File: src/rtl/hsfd_pkg.sv
package hsfd_pkg;

    // Frame layout
    localparam int unsigned FrameBytes = 6;

    // Byte positions within a frame
    localparam logic [2:0] POS_T_HI  = 3'd0;
    localparam logic [2:0] POS_T_LO  = 3'd1;
    localparam logic [2:0] POS_T_CRC = 3'd2;
    localparam logic [2:0] POS_H_HI  = 3'd3;
    localparam logic [2:0] POS_H_LO  = 3'd4;
    localparam logic [2:0] POS_H_CRC = 3'd5;

    // Checksum: CRC-8, MSB first, no reflection, no final xor
    localparam logic [7:0] CrcPoly = 8'h31;
    localparam logic [7:0] CrcInit = 8'hFF;

    // Conversion constants
    localparam logic [14:0] TempScale  = 15'd17500;
    localparam logic [13:0] HumScale   = 14'd12500;
    localparam logic [15:0] FullScale  = 16'd65535;
    localparam logic [15:0] TempOffset = 16'd4500;
    localparam logic [13:0] HumOffset  = 14'd600;
    localparam logic [13:0] HumMax     = 14'd10000;

    // Status codes
    localparam logic STATUS_OK      = 1'b0;
    localparam logic STATUS_CRC_ERR = 1'b1;

    // One decoded frame, handed from front to back
    typedef struct packed {
        logic        bad;
        logic [15:0] raw_t;
        logic [15:0] raw_h;
    } frame_rec_t;

    // Advance the CRC by one byte, eight bit steps unrolled
    function automatic logic [7:0] crc8_update(input logic [7:0] crc, input logic [7:0] b);
        logic [7:0] c;
        c = crc ^ b;
        for (int k = 0; k < 8; k++)
        begin
            if (c[7])
            begin
                c = {c[6:0], 1'b0} ^ CrcPoly;
            end
            else
            begin
                c = {c[6:0], 1'b0};
            end
        end
        return c;
    endfunction

endpackage

File: src/rtl/hsfd_if.sv
interface hsfd_in_if;
    logic       valid;
    logic       ready;
    logic [7:0] rx_byte;
    logic       frame_start;

    modport source (output valid, output rx_byte, output frame_start, input ready);
    modport sink (input valid, input rx_byte, input frame_start, output ready);
endinterface

interface hsfd_out_if;
    logic               valid;
    logic               ready;
    logic               status;
    logic signed [14:0] temperature_centi_c;
    logic [13:0]        humidity_centi_pct;

    modport source (output valid, output status, output temperature_centi_c,
                    output humidity_centi_pct, input ready);
    modport sink (input valid, input status, input temperature_centi_c,
                  input humidity_centi_pct, output ready);
endinterface

File: src/rtl/humidity_sensor_frame_decoder.sv
// Channel   Dir  Payload                                               Handshake
// rx        in   rx_byte[7:0], frame_start                             valid/ready
// result    out  status, temperature_centi_c[14:0] s, humidity[13:0]   valid/ready
//
// Takes one byte per cycle unless the queue is full; the front updates the CRC per byte.
// After the sixth byte a result goes through the queue, multiply stage and output register.
// The queue holds two frames; rx.ready drops only while it is full.
// Reset is asynchronous, active low, and clears position, CRC and all valid flags.
module humidity_sensor_frame_decoder
    import hsfd_pkg::*;
(
    input  logic       clk,
    input  logic       rst_n,
    hsfd_in_if.sink    rx,
    hsfd_out_if.source result
);

    logic       push;
    frame_rec_t push_rec;
    logic       q_full;
    logic       q_valid;
    frame_rec_t q_head;
    logic       pop;

    // Accept bytes and check the frame
    hsfd_front u_front (
        .clk      (clk),
        .rst_n    (rst_n),
        .rx       (rx),
        .q_full   (q_full),
        .push     (push),
        .push_rec (push_rec)
    );

    // Decouple front and back
    hsfd_queue u_queue (
        .clk      (clk),
        .rst_n    (rst_n),
        .push     (push),
        .push_rec (push_rec),
        .pop      (pop),
        .full     (q_full),
        .valid    (q_valid),
        .head     (q_head)
    );

    // Convert raw words
    hsfd_back u_back (
        .clk      (clk),
        .rst_n    (rst_n),
        .q_valid  (q_valid),
        .q_head   (q_head),
        .pop      (pop),
        .result   (result)
    );

endmodule

File: src/rtl/hsfd_front.sv
module hsfd_front
    import hsfd_pkg::*;
(
    input  logic       clk,
    input  logic       rst_n,
    hsfd_in_if.sink    rx,
    input  logic       q_full,
    output logic       push,
    output frame_rec_t push_rec
);

    logic [2:0]  pos_reg, pos_next;
    logic [7:0]  crc_reg, crc_next;
    logic        fail_reg, fail_next;
    logic [15:0] word_t_reg, word_t_next;
    logic [7:0]  h_hi_reg, h_hi_next;
    logic [7:0]  h_lo_reg, h_lo_next;

    logic        accept;
    logic        restart;
    logic [2:0]  pos_eff;
    logic [7:0]  crc_eff;
    logic        fail_eff;
    logic [7:0]  crc_upd;

    // Accept a byte whenever the queue has room for a frame
    assign rx.ready = !q_full;
    assign accept   = rx.valid && rx.ready;

    // Restart on frame_start or on an out-of-range position
    assign restart  = rx.frame_start || (pos_reg >= 3'(FrameBytes));
    assign pos_eff  = restart ? POS_T_HI : pos_reg;
    assign crc_eff  = restart ? CrcInit : crc_reg;
    assign fail_eff = restart ? 1'b0 : fail_reg;
    assign crc_upd  = crc8_update(crc_eff, rx.rx_byte);

    // Classify the byte by its position
    always_comb
    begin
        pos_next    = pos_reg;
        crc_next    = crc_reg;
        fail_next   = fail_reg;
        word_t_next = word_t_reg;
        h_hi_next   = h_hi_reg;
        push        = 1'b0;
        push_rec.bad   = fail_eff || (crc_eff != rx.rx_byte);
        push_rec.raw_t = word_t_reg;
        push_rec.raw_h = {h_hi_reg, h_lo_reg};
        if (accept)
        begin
            case (pos_eff)
                POS_T_HI:
                begin
                    word_t_next = {rx.rx_byte, word_t_reg[7:0]};
                    crc_next    = crc_upd;
                    fail_next   = fail_eff;
                    pos_next    = POS_T_LO;
                end
                POS_T_LO:
                begin
                    word_t_next = {word_t_reg[15:8], rx.rx_byte};
                    crc_next    = crc_upd;
                    fail_next   = fail_eff;
                    pos_next    = POS_T_CRC;
                end
                POS_T_CRC:
                begin
                    fail_next = (crc_eff != rx.rx_byte);
                    crc_next  = CrcInit;
                    pos_next  = POS_H_HI;
                end
                POS_H_HI:
                begin
                    h_hi_next = rx.rx_byte;
                    crc_next  = crc_upd;
                    fail_next = fail_eff;
                    pos_next  = POS_H_LO;
                end
                POS_H_LO:
                begin
                    h_hi_next = h_hi_reg;
                    crc_next  = crc_upd;
                    fail_next = fail_eff;
                    pos_next  = POS_H_CRC;
                end
                default:
                begin
                    push      = 1'b1;
                    crc_next  = CrcInit;
                    fail_next = 1'b0;
                    pos_next  = POS_T_HI;
                end
            endcase
        end
    end

    // Hold the humidity low byte for the final push
    always_comb
    begin
        h_lo_next = h_lo_reg;
        if (accept && (pos_eff == POS_H_LO))
        begin
            h_lo_next = rx.rx_byte;
        end
    end

    // Control state
    always_ff @(posedge clk or negedge rst_n)
    begin
        if (!rst_n)
        begin
            pos_reg  <= POS_T_HI;
            crc_reg  <= CrcInit;
            fail_reg <= 1'b0;
        end
        else
        begin
            pos_reg  <= pos_next;
            crc_reg  <= crc_next;
            fail_reg <= fail_next;
        end
    end

    // Word bytes
    always_ff @(posedge clk)
    begin
        word_t_reg <= word_t_next;
        h_hi_reg   <= h_hi_next;
        h_lo_reg   <= h_lo_next;
    end

endmodule

File: src/rtl/hsfd_queue.sv
module hsfd_queue
    import hsfd_pkg::*;
(
    input  logic       clk,
    input  logic       rst_n,
    input  logic       push,
    input  frame_rec_t push_rec,
    input  logic       pop,
    output logic       full,
    output logic       valid,
    output frame_rec_t head
);

    frame_rec_t  mem [2];
    logic        wr_ptr_reg;
    logic        rd_ptr_reg;
    logic [1:0]  count_reg, count_next;

    assign full  = (count_reg == 2'd2);
    assign valid = (count_reg != 2'd0);
    assign head  = mem[rd_ptr_reg];

    // Track occupancy
    always_comb
    begin
        count_next = count_reg;
        if (push && !pop)
        begin
            count_next = count_reg + 2'd1;
        end
        else if (pop && !push)
        begin
            count_next = count_reg - 2'd1;
        end
    end

    // Advance pointers
    always_ff @(posedge clk or negedge rst_n)
    begin
        if (!rst_n)
        begin
            wr_ptr_reg <= 1'b0;
            rd_ptr_reg <= 1'b0;
            count_reg  <= 2'd0;
        end
        else
        begin
            count_reg <= count_next;
            if (push)
            begin
                wr_ptr_reg <= !wr_ptr_reg;
            end
            if (pop)
            begin
                rd_ptr_reg <= !rd_ptr_reg;
            end
        end
    end

    // Store entries
    always_ff @(posedge clk)
    begin
        if (push)
        begin
            mem[wr_ptr_reg] <= push_rec;
        end
    end

endmodule

File: src/rtl/hsfd_back.sv
module hsfd_back
    import hsfd_pkg::*;
(
    input  logic       clk,
    input  logic       rst_n,
    input  logic       q_valid,
    input  frame_rec_t q_head,
    output logic       pop,
    hsfd_out_if.source result
);

    // Stage 1: scaled products
    logic        s1_valid_reg;
    logic        s1_bad_reg;
    logic [30:0] s1_prod_t_reg;
    logic [29:0] s1_prod_h_reg;

    // Output register
    logic               out_valid_reg;
    logic               out_status_reg;
    logic signed [14:0] out_temp_reg, out_temp_next;
    logic [13:0]        out_hum_reg, out_hum_next;

    logic        out_adv;
    logic        s1_take;

    // Quotients by 65535
    logic [14:0] qt0;
    logic [16:0] rt;
    logic [14:0] qt;
    logic [13:0] qh0;
    logic [16:0] rh;
    logic [13:0] qh;
    logic signed [15:0] temp_wide;

    assign out_adv = !out_valid_reg || result.ready;
    assign s1_take = !s1_valid_reg || out_adv;
    assign pop     = q_valid && s1_take;

    // Divide by 65535: high half, then one correction
    always_comb
    begin
        qt0 = s1_prod_t_reg[30:16];
        rt  = {1'b0, s1_prod_t_reg[15:0]} + {2'b00, qt0};
        qt  = qt0 + ((rt >= {1'b0, FullScale}) ? 15'd1 : 15'd0);
        qh0 = s1_prod_h_reg[29:16];
        rh  = {1'b0, s1_prod_h_reg[15:0]} + {3'b000, qh0};
        qh  = qh0 + ((rh >= {1'b0, FullScale}) ? 14'd1 : 14'd0);
    end

    // Offset, clamp and zero on checksum error
    always_comb
    begin
        temp_wide = $signed({1'b0, qt}) - $signed(TempOffset);
        if (s1_bad_reg)
        begin
            out_temp_next = '0;
            out_hum_next  = '0;
        end
        else
        begin
            out_temp_next = $signed(temp_wide[14:0]);
            if (qh < HumOffset)
            begin
                out_hum_next = '0;
            end
            else if (qh > (HumMax + HumOffset))
            begin
                out_hum_next = HumMax;
            end
            else
            begin
                out_hum_next = qh - HumOffset;
            end
        end
    end

    // Valid flags
    always_ff @(posedge clk or negedge rst_n)
    begin
        if (!rst_n)
        begin
            s1_valid_reg  <= 1'b0;
            out_valid_reg <= 1'b0;
        end
        else
        begin
            if (s1_take)
            begin
                s1_valid_reg <= q_valid;
            end
            if (out_adv)
            begin
                out_valid_reg <= s1_valid_reg;
            end
        end
    end

    // Payload stages
    always_ff @(posedge clk)
    begin
        if (pop)
        begin
            s1_bad_reg    <= q_head.bad;
            s1_prod_t_reg <= TempScale * q_head.raw_t;
            s1_prod_h_reg <= HumScale * q_head.raw_h;
        end
        if (out_adv && s1_valid_reg)
        begin
            out_status_reg <= s1_bad_reg ? STATUS_CRC_ERR : STATUS_OK;
            out_temp_reg   <= out_temp_next;
            out_hum_reg    <= out_hum_next;
        end
    end

    assign result.valid               = out_valid_reg;
    assign result.status              = out_status_reg;
    assign result.temperature_centi_c = out_temp_reg;
    assign result.humidity_centi_pct  = out_hum_reg;

endmodule

File: src/flat_wrapper.sv
// flat-port wrapper written by rule: the top's interface ports become plain ports
module humidity_sensor_frame_decoder_flat import hsfd_pkg::*;
  (clk, rst_n, rx_valid, rx_rx_byte, rx_frame_start, rx_ready, result_valid, result_status, result_temperature_centi_c, result_humidity_centi_pct, result_ready);
  hsfd_in_if rx_i ();
  hsfd_out_if result_i ();
  input  logic clk;
  input  logic rst_n;
  input wire logic [$bits(rx_i.valid)-1:0] rx_valid;
  input wire logic [$bits(rx_i.rx_byte)-1:0] rx_rx_byte;
  input wire logic [$bits(rx_i.frame_start)-1:0] rx_frame_start;
  output wire logic [$bits(rx_i.ready)-1:0] rx_ready;
  output wire logic [$bits(result_i.valid)-1:0] result_valid;
  output wire logic [$bits(result_i.status)-1:0] result_status;
  output wire logic [$bits(result_i.temperature_centi_c)-1:0] result_temperature_centi_c;
  output wire logic [$bits(result_i.humidity_centi_pct)-1:0] result_humidity_centi_pct;
  input wire logic [$bits(result_i.ready)-1:0] result_ready;
  assign rx_i.valid = rx_valid;
  assign rx_i.rx_byte = rx_rx_byte;
  assign rx_i.frame_start = rx_frame_start;
  assign rx_ready = rx_i.ready;
  assign result_valid = result_i.valid;
  assign result_status = result_i.status;
  assign result_temperature_centi_c = result_i.temperature_centi_c;
  assign result_humidity_centi_pct = result_i.humidity_centi_pct;
  assign result_i.ready = result_ready;
  humidity_sensor_frame_decoder u_core (.clk(clk), .rst_n(rst_n), .rx(rx_i), .result(result_i));
endmodule
File: config.mk
export PLATFORM = sky130hd
export DESIGN_NAME = humidity_sensor_frame_decoder_flat
export DESIGN_NICKNAME = d
export VERILOG_FILES = /design/src/rtl/hsfd_pkg.sv /design/src/rtl/hsfd_if.sv /design/src/rtl/humidity_sensor_frame_decoder.sv /design/src/rtl/hsfd_front.sv /design/src/rtl/hsfd_queue.sv /design/src/rtl/hsfd_back.sv /design/src/flat_wrapper.sv
export SDC_FILE = /design/constraint.sdc
export NUM_CORES = 1
export LEC_CHECK = 0
export ABC_CLOCK_PERIOD_IN_PS = 7700
export BUFFER_PORTS_ARGS = -buffer_cell sky130_fd_sc_hd__buf_2
export CAP_MARGIN = 20
export CORE_UTILIZATION = 50
export DETAILED_ROUTE_END_ITERATION = 10
export GPL_TIMING_DRIVEN = 0
export HOLD_SLACK_MARGIN = 0.12
export PLACE_DENSITY = 0.68
export SKIP_LAST_GASP = 1
export SLEW_MARGIN = 20
export SYNTH_ARGS = -nofsm -noshare
export SYNTH_HDL_FRONTEND = slang
export SYNTH_SLANG_ARGS = --single-unit
File: constraint.sdc
create_clock -name clk -period 7.7 [get_ports clk]
set_clock_uncertainty 0.15 [all_clocks]
set_input_delay 0.77 -clock clk [delete_from_list [all_inputs] [get_ports clk]]
set_output_delay 0.77 -clock clk [all_outputs]
set_load 0.05 [all_outputs]
---- Word level (Yosys, flattened, before mapping) ----
Memory sizes are Yosys's and may differ from the RTL's.
Index checks and enable logic that the tools add are counted.
storage, ports and cells
  flip-flop bits (word level) ............. 138
  latch bits .............................. 0
  memory bits (writable) .................. 66
  memory bits (read-only) ................. 0
  input port bits ......................... 13
  word-level logic and storage cells ...... 104
  memories ................................ 1
cells by class
  $add $sub $neg .......................... 8
  multipliers ............................. 2
  div/mod/pow operators ................... 0
  magnitude comparators ................... 5
  equal/unequal tests ..................... 6
  shift-type cells ........................ 0
  mux-type cells .......................... 25
  bitwise gates (word level) .............. 11
  reduce and logical (&&, ||, !) cells .... 27
memory list
  memory              words  bits a word  rd ports  clocked after Yosys merged registers in  wr ports  line              text
  u_core.u_queue.mem  2      33           1         0                                        1         hsfd_queue.sv:14  frame_rec_t mem [2];
operators by type and width
  operator                  number
  $mux W6                   8
  $ge A17 B16 Y1 const B    2
  $pmux W16 S2              1
  $mul A13 B16 Y29 const A  1
  $mul A12 B16 Y28 const A  1
  $not A3 Y3                8
  $add A16 B14 Y17          1
  $add A16 B15 Y17          1
  $mux W8                   2
  $add A15 B1 Y15           1
  $pmux W3 S5               1
  $sub A15 B13 Y15 const B  1
  $add A14 B1 Y14           1
  $gt A14 B14 Y1 const B    1
  $lt A14 B10 Y1 const B    1
  $mux W14                  1
  $sub A14 B10 Y14 const B  1
  $mux W1                   8
  $ne A8 B8 Y1              1
  $xor A8 B8 Y8             1
  $logic_not A1 Y1          7
  $eq A3 B2 Y1 const B      2
  $logic_and A1 B1 Y1       6
  $reduce_and A3 Y1         2
  other kinds (18)          24

---- Logic depth before layout (Yosys ltp) ----
  depth after elaboration ................. 21
  gate-level depth with buffers ........... 22

---- Hierarchy ----
A second synthesis with hierarchy kept.
second synthesis, totals
  cell total of the unflattened synthesis .. 1405
  area, all modules ....................... 16299.4 sq um
by module, submodules not included
  module      instances  cells each  area an instance (sq um)
  hsfd_back   1          1138        11546.1
  hsfd_queue  1          119         2722.6
  hsfd_front  1          148         2030.7

---- Worst setup path after synthesis ----
Ideal clock, no wire load.
  path type ............................... register to register
  start point ............................. reg u_core.u_queue.rd_ptr_reg
  end point ............................... reg u_core.u_back.s1_prod_h_reg[29] (data pin)
  library setup time ...................... 0.258 ns
  arrival time ............................ 5.416 ns
  data required time ...................... 7.292 ns
  slack ................................... 1.877 ns
  stages on the path, launching flop included .. 21
  path buffers ............................ 2
  clock period less this slack ............ 5.823 ns
  cells stage by stage .................... dfrtp_1 -> clkbuf_1 -> clkbuf_1 -> mux2i_1 -> inv_1 -> ha_1 -> ha_1 -> inv_1 -> fa_1 -> inv_1 -> fa_1 -> fa_1 -> ha_1 -> a21oi_1 -> o21ai_1 -> or3_1 -> o21ai_2 -> nor3_1 -> a2111oi_2 -> a21oi_2 -> xnor2_1
on the way
  longest elaborated chain between the ends .. 2
ends and longest elaborated chain
  item                    line              text
  start, declared         hsfd_queue.sv:16  logic rd_ptr_reg;
  start signal, assigned  hsfd_queue.sv:55  rd_ptr_reg <= !rd_ptr_reg;
  $mem_v2 Z2 W33          -
  $mul A12 B16 Y28        hsfd_back.sv:106  s1_prod_h_reg <= HumScale * q_head.raw_h;
  end signal, assigned    hsfd_back.sv:106
  end, declared           hsfd_back.sv:16   logic [29:0] s1_prod_h_reg;
No other way between the ends.
A chain may end at the register's enable or synchronous reset.

---- Final worst setup path ----
  start point ............................. reg u_core.u_queue.rd_ptr_reg
  end point ............................... reg u_core.u_back.s1_prod_t_reg[30] (data pin)
on the way
  longest elaborated chain between the ends .. 2
ends and longest elaborated chain
  item                  line              text
  $mem_v2 Z2 W33        -
  $mul A13 B16 Y29      hsfd_back.sv:105  s1_prod_t_reg <= TempScale * q_head.raw_t;
  end signal, assigned  hsfd_back.sv:105
  end, declared         hsfd_back.sv:15   logic [30:0] s1_prod_t_reg;
No other way between the ends.

==> results.json <==
{
  "slew_violations": 0,
  "synth.most_common_cell": "inv_1",
  "avgRoutedWirePerCell_um": 15.5,
  "die_height_um": 181,
  "core_area_um2": 31600,
  "grt-ovfl-total": 0,
  "nFillCells": 2743,
  "worstHoldPathType": "flop to flop",
  "cts_resized": 0,
  "worst_setup_path_end_kind": "flop",
  "ant_nets": 0,
  "synth_top_area_share_pct": 34.9,
  "tightest_slew_ps": 817,
  "clock_sink_count": 204,
  "synth_edf_count": 186,
  "rsz0062_at_grt": "false",
  "cp.arrival_ps": 6750,
  "post-dp-hpwl_mm": 24.2,
  "routabilityCongestion": 0.865,
  "r2r_end": "u_core.u_back.s1_prod_t_reg[30]",
  "finalSetupViolCount": 0,
  "io_pins": 45,
  "postCtsHoldBufs": 1,
  "ys.warnings.count": 0,
  "row_count": 65,
  "synth_area_leader_cell": "edfxtp_1",
  "route.detailed.drc": 0,
  "grt_pass1_wl_mm": 49.5,
  "die_w_um": 181,
  "synth_ff_type": "edfxtp_1",
  "ff2ff_path_depth": 20,
  "holdPathStages": 0,
  "drtIter0Drc": 381,
  "synthCells": 1426,
  "setup-tns-final_ps": 0,
  "postCtsSetupRepairBufs": 0,
  "cts_max_level": 1,
  "critPathMaxFanout": 10,
  "final_cell_count_no_fill": 1917,
  "ys_seq_elements": 204,
  "grt_pass1_vias": 10200,
  "syn_to_final_growth_pct": 9.35,
  "worstHoldEndpoint": "u_core.u_back.result.status",
  "r2r_slack_ps": 1050,
  "synth_commonest_cells": "231 x inv_1, 230 x ha_1, 186 x edfxtp_1",
  "grt_max_degree": 60,
  "dp.cells": 1874,
  "cts_buffers": 23,
  "path_clk_slew_ps": 60,
  "hp-start": "u_core.u_back.s1_bad_reg",
  "worstPathRequired_ps": 7800,
  "io_buffer_count": 44,
  "nNetsFinal": 1832,
  "finalCriticalPeriod_ps": 6650,
  "finalHoldViolCount": 0,
  "initial_core_util_pct": 50.7,
  "fmax_mhz": 150,
  "clockBufferDepth": 3,
  "async_flop_share_pct": 8.82,
  "drive_above_1_share_pct": 9.90,
  "synthesis.nets": 1760,
  "slew_headroom_pct": 45.6,
  "first_pass_iters": 4,
  "antenna_found_initial": 1,
  "r2r_start": "u_core.u_queue.rd_ptr_reg",
  "die-area_um2": 32700,
  "drv_cap": 0,
  "finalCritPeriodShare_pct": 86.4,
  "status": "finished, final reports clean",
  "synth_cell_types": 71,
  "multi_input_area_um2": 8990,
  "syn_avg_cell_area_um2": 11.2,
  "vias": 10100,
  "ys_seq_area_share_pct": 37.8,
  "syn_area_um2": 16000,
  "cts_tree": "done",
  "antenna_cells": 0,
  "wirelength_mm": 29.7,
  "crit_path_start_kind": "flop",
  "critPathKind": "flop to flop",
  "cts_root_buf": "clkbuf_16",
  "largest_reg_flops": 66,
  "track_usage_pct": 18.6,
  "synthTopCellsByArea": "edfxtp_1 35%, ha_1 18%, fa_1 11%, inv_1 5.4%, xnor2_1 4.2%",
  "insertion_delay_ps": 500,
  "regArea_um2": 6050,
  "avgViaCountPerCell": 5.25
}
[metrics by stage]
| step | cell area, um^2 | utilization [%] | hold WS (ps) | setup slack, ps |
|---|---|---|---|---|
| after CTS | 17500 | 55.5 | 295 | 977 |
| after floorplan | 16000 | - | 271 | 1880 |
| final | 17500 | 55.5 | 289 | 1050 |
| after global routing | 17500 | 55.5 | 300 | 517 |
| after detailed placement | 16800 | 53.2 | 279 | 1010 |
| after global placement | 16700 | 53.0 | 274 | 999 |
[kinds of logic after synthesis]
family,after synthesis,synth area share (%)
AO/OA/AOI/OAI,229,9.36
XOR/XNOR,116,6.53
adder cells (fa/ha/maj),321,29.3
buffers and inverters,258,6.23
flip-flops,204,37.8
multiplexers,37,2.48
AND/OR/NAND/NOR,261,8.29
[layer usage]
layer  vias to the layer above  global-route usage [%]  wire (um)
met1                      4788                    25.0      14200
met2                       156                    32.1      14100
met4                         0                    4.44        637
met3                        48                    2.08        792
met5                         -                       0          0
li1                       5080                       -          -
[cell usage in the layout, fill, tap and decap left out, types with 10 or more instances in the layout]
| cell type | instances |
|---|---|
| inv_1 | 230 |
| ha_1 | 230 |
| edfxtp_1 | 186 |
| fa_1 | 91 |
| a21oi_1 | 89 |
| nor2_1 | 77 |
| xnor2_1 | 76 |
| nand2_1 | 51 |
| buf_2 | 50 |
| xor2_1 | 36 |
| o21ai_0 | 29 |
| clkbuf_16 | 23 |
| mux2_2 | 22 |
| a21o_1 | 22 |
| clkbuf_1 | 20 |
| nor3_1 | 20 |
| nor2b_1 | 18 |
| nand3_1 | 16 |
| mux2i_1 | 15 |
| and2_1 | 13 |
| o21a_1 | 13 |
| and3_1 | 12 |
| dfrtp_1 | 10 |
[cell type report]
| cell class | count | area share [%] |
|---|---|---|
| Multi-Input combinational cell | 964 | 51.3 |
| Tap cell | 402 | 2.87 |
| Inverter | 231 | 4.97 |
| Clock buffer | 32 | 3.59 |
| Timing Repair Buffer | 47 | 1.59 |
| Clock inverter | 10 | 0.364 |
| Buffer | 27 | 0.750 |
| Sequential cell | 204 | 34.5 |
[critical path, stage by stage, from the launching register on]
cell and delay, ps:
dfrtp_1 320, clkbuf_1 290, buf_1 670, mux2i_1 550, inv_1 260, ha_1 330, inv_1 50, fa_1 530
inv_1 50, ha_1 310, fa_1 480, fa_1 490, ha_1 270, a2111oi_4 380, o21ai_2 120, a221oi_2 400
o211ai_1 200, nand2_1 130, a21oi_1 90, nor4_1 240, o21bai_1 90
[worst max path at each step]
| stage | start | endpoint | slack, ps | depth (start not counted) |
|---|---|---|---|---|
| 2_1_floorplan | u_core.u_queue.rd_ptr_reg | u_core.u_back.s1_prod_h_reg[29] | 1880 | 20 |
| 6_report | u_core.u_queue.rd_ptr_reg | u_core.u_back.s1_prod_t_reg[30] | 1050 | 20 |
| 3_3_place_gp | u_core.u_queue.rd_ptr_reg | u_core.u_back.s1_prod_h_reg[29] | 1000 | 19 |
| 5_1_grt | u_core.u_queue.rd_ptr_reg | u_core.u_back.s1_prod_h_reg[29] | 520 | 19 |
| 3_5_place_dp | u_core.u_queue.rd_ptr_reg | u_core.u_back.s1_prod_h_reg[29] | 1010 | 19 |
| 4_1_cts | u_core.u_queue.rd_ptr_reg | u_core.u_back.s1_prod_h_reg[29] | 980 | 19 |
Power is left out: the tool's default activity adds up to more than one toggle a clock period on the data nets, which glitch-free logic cannot reach.
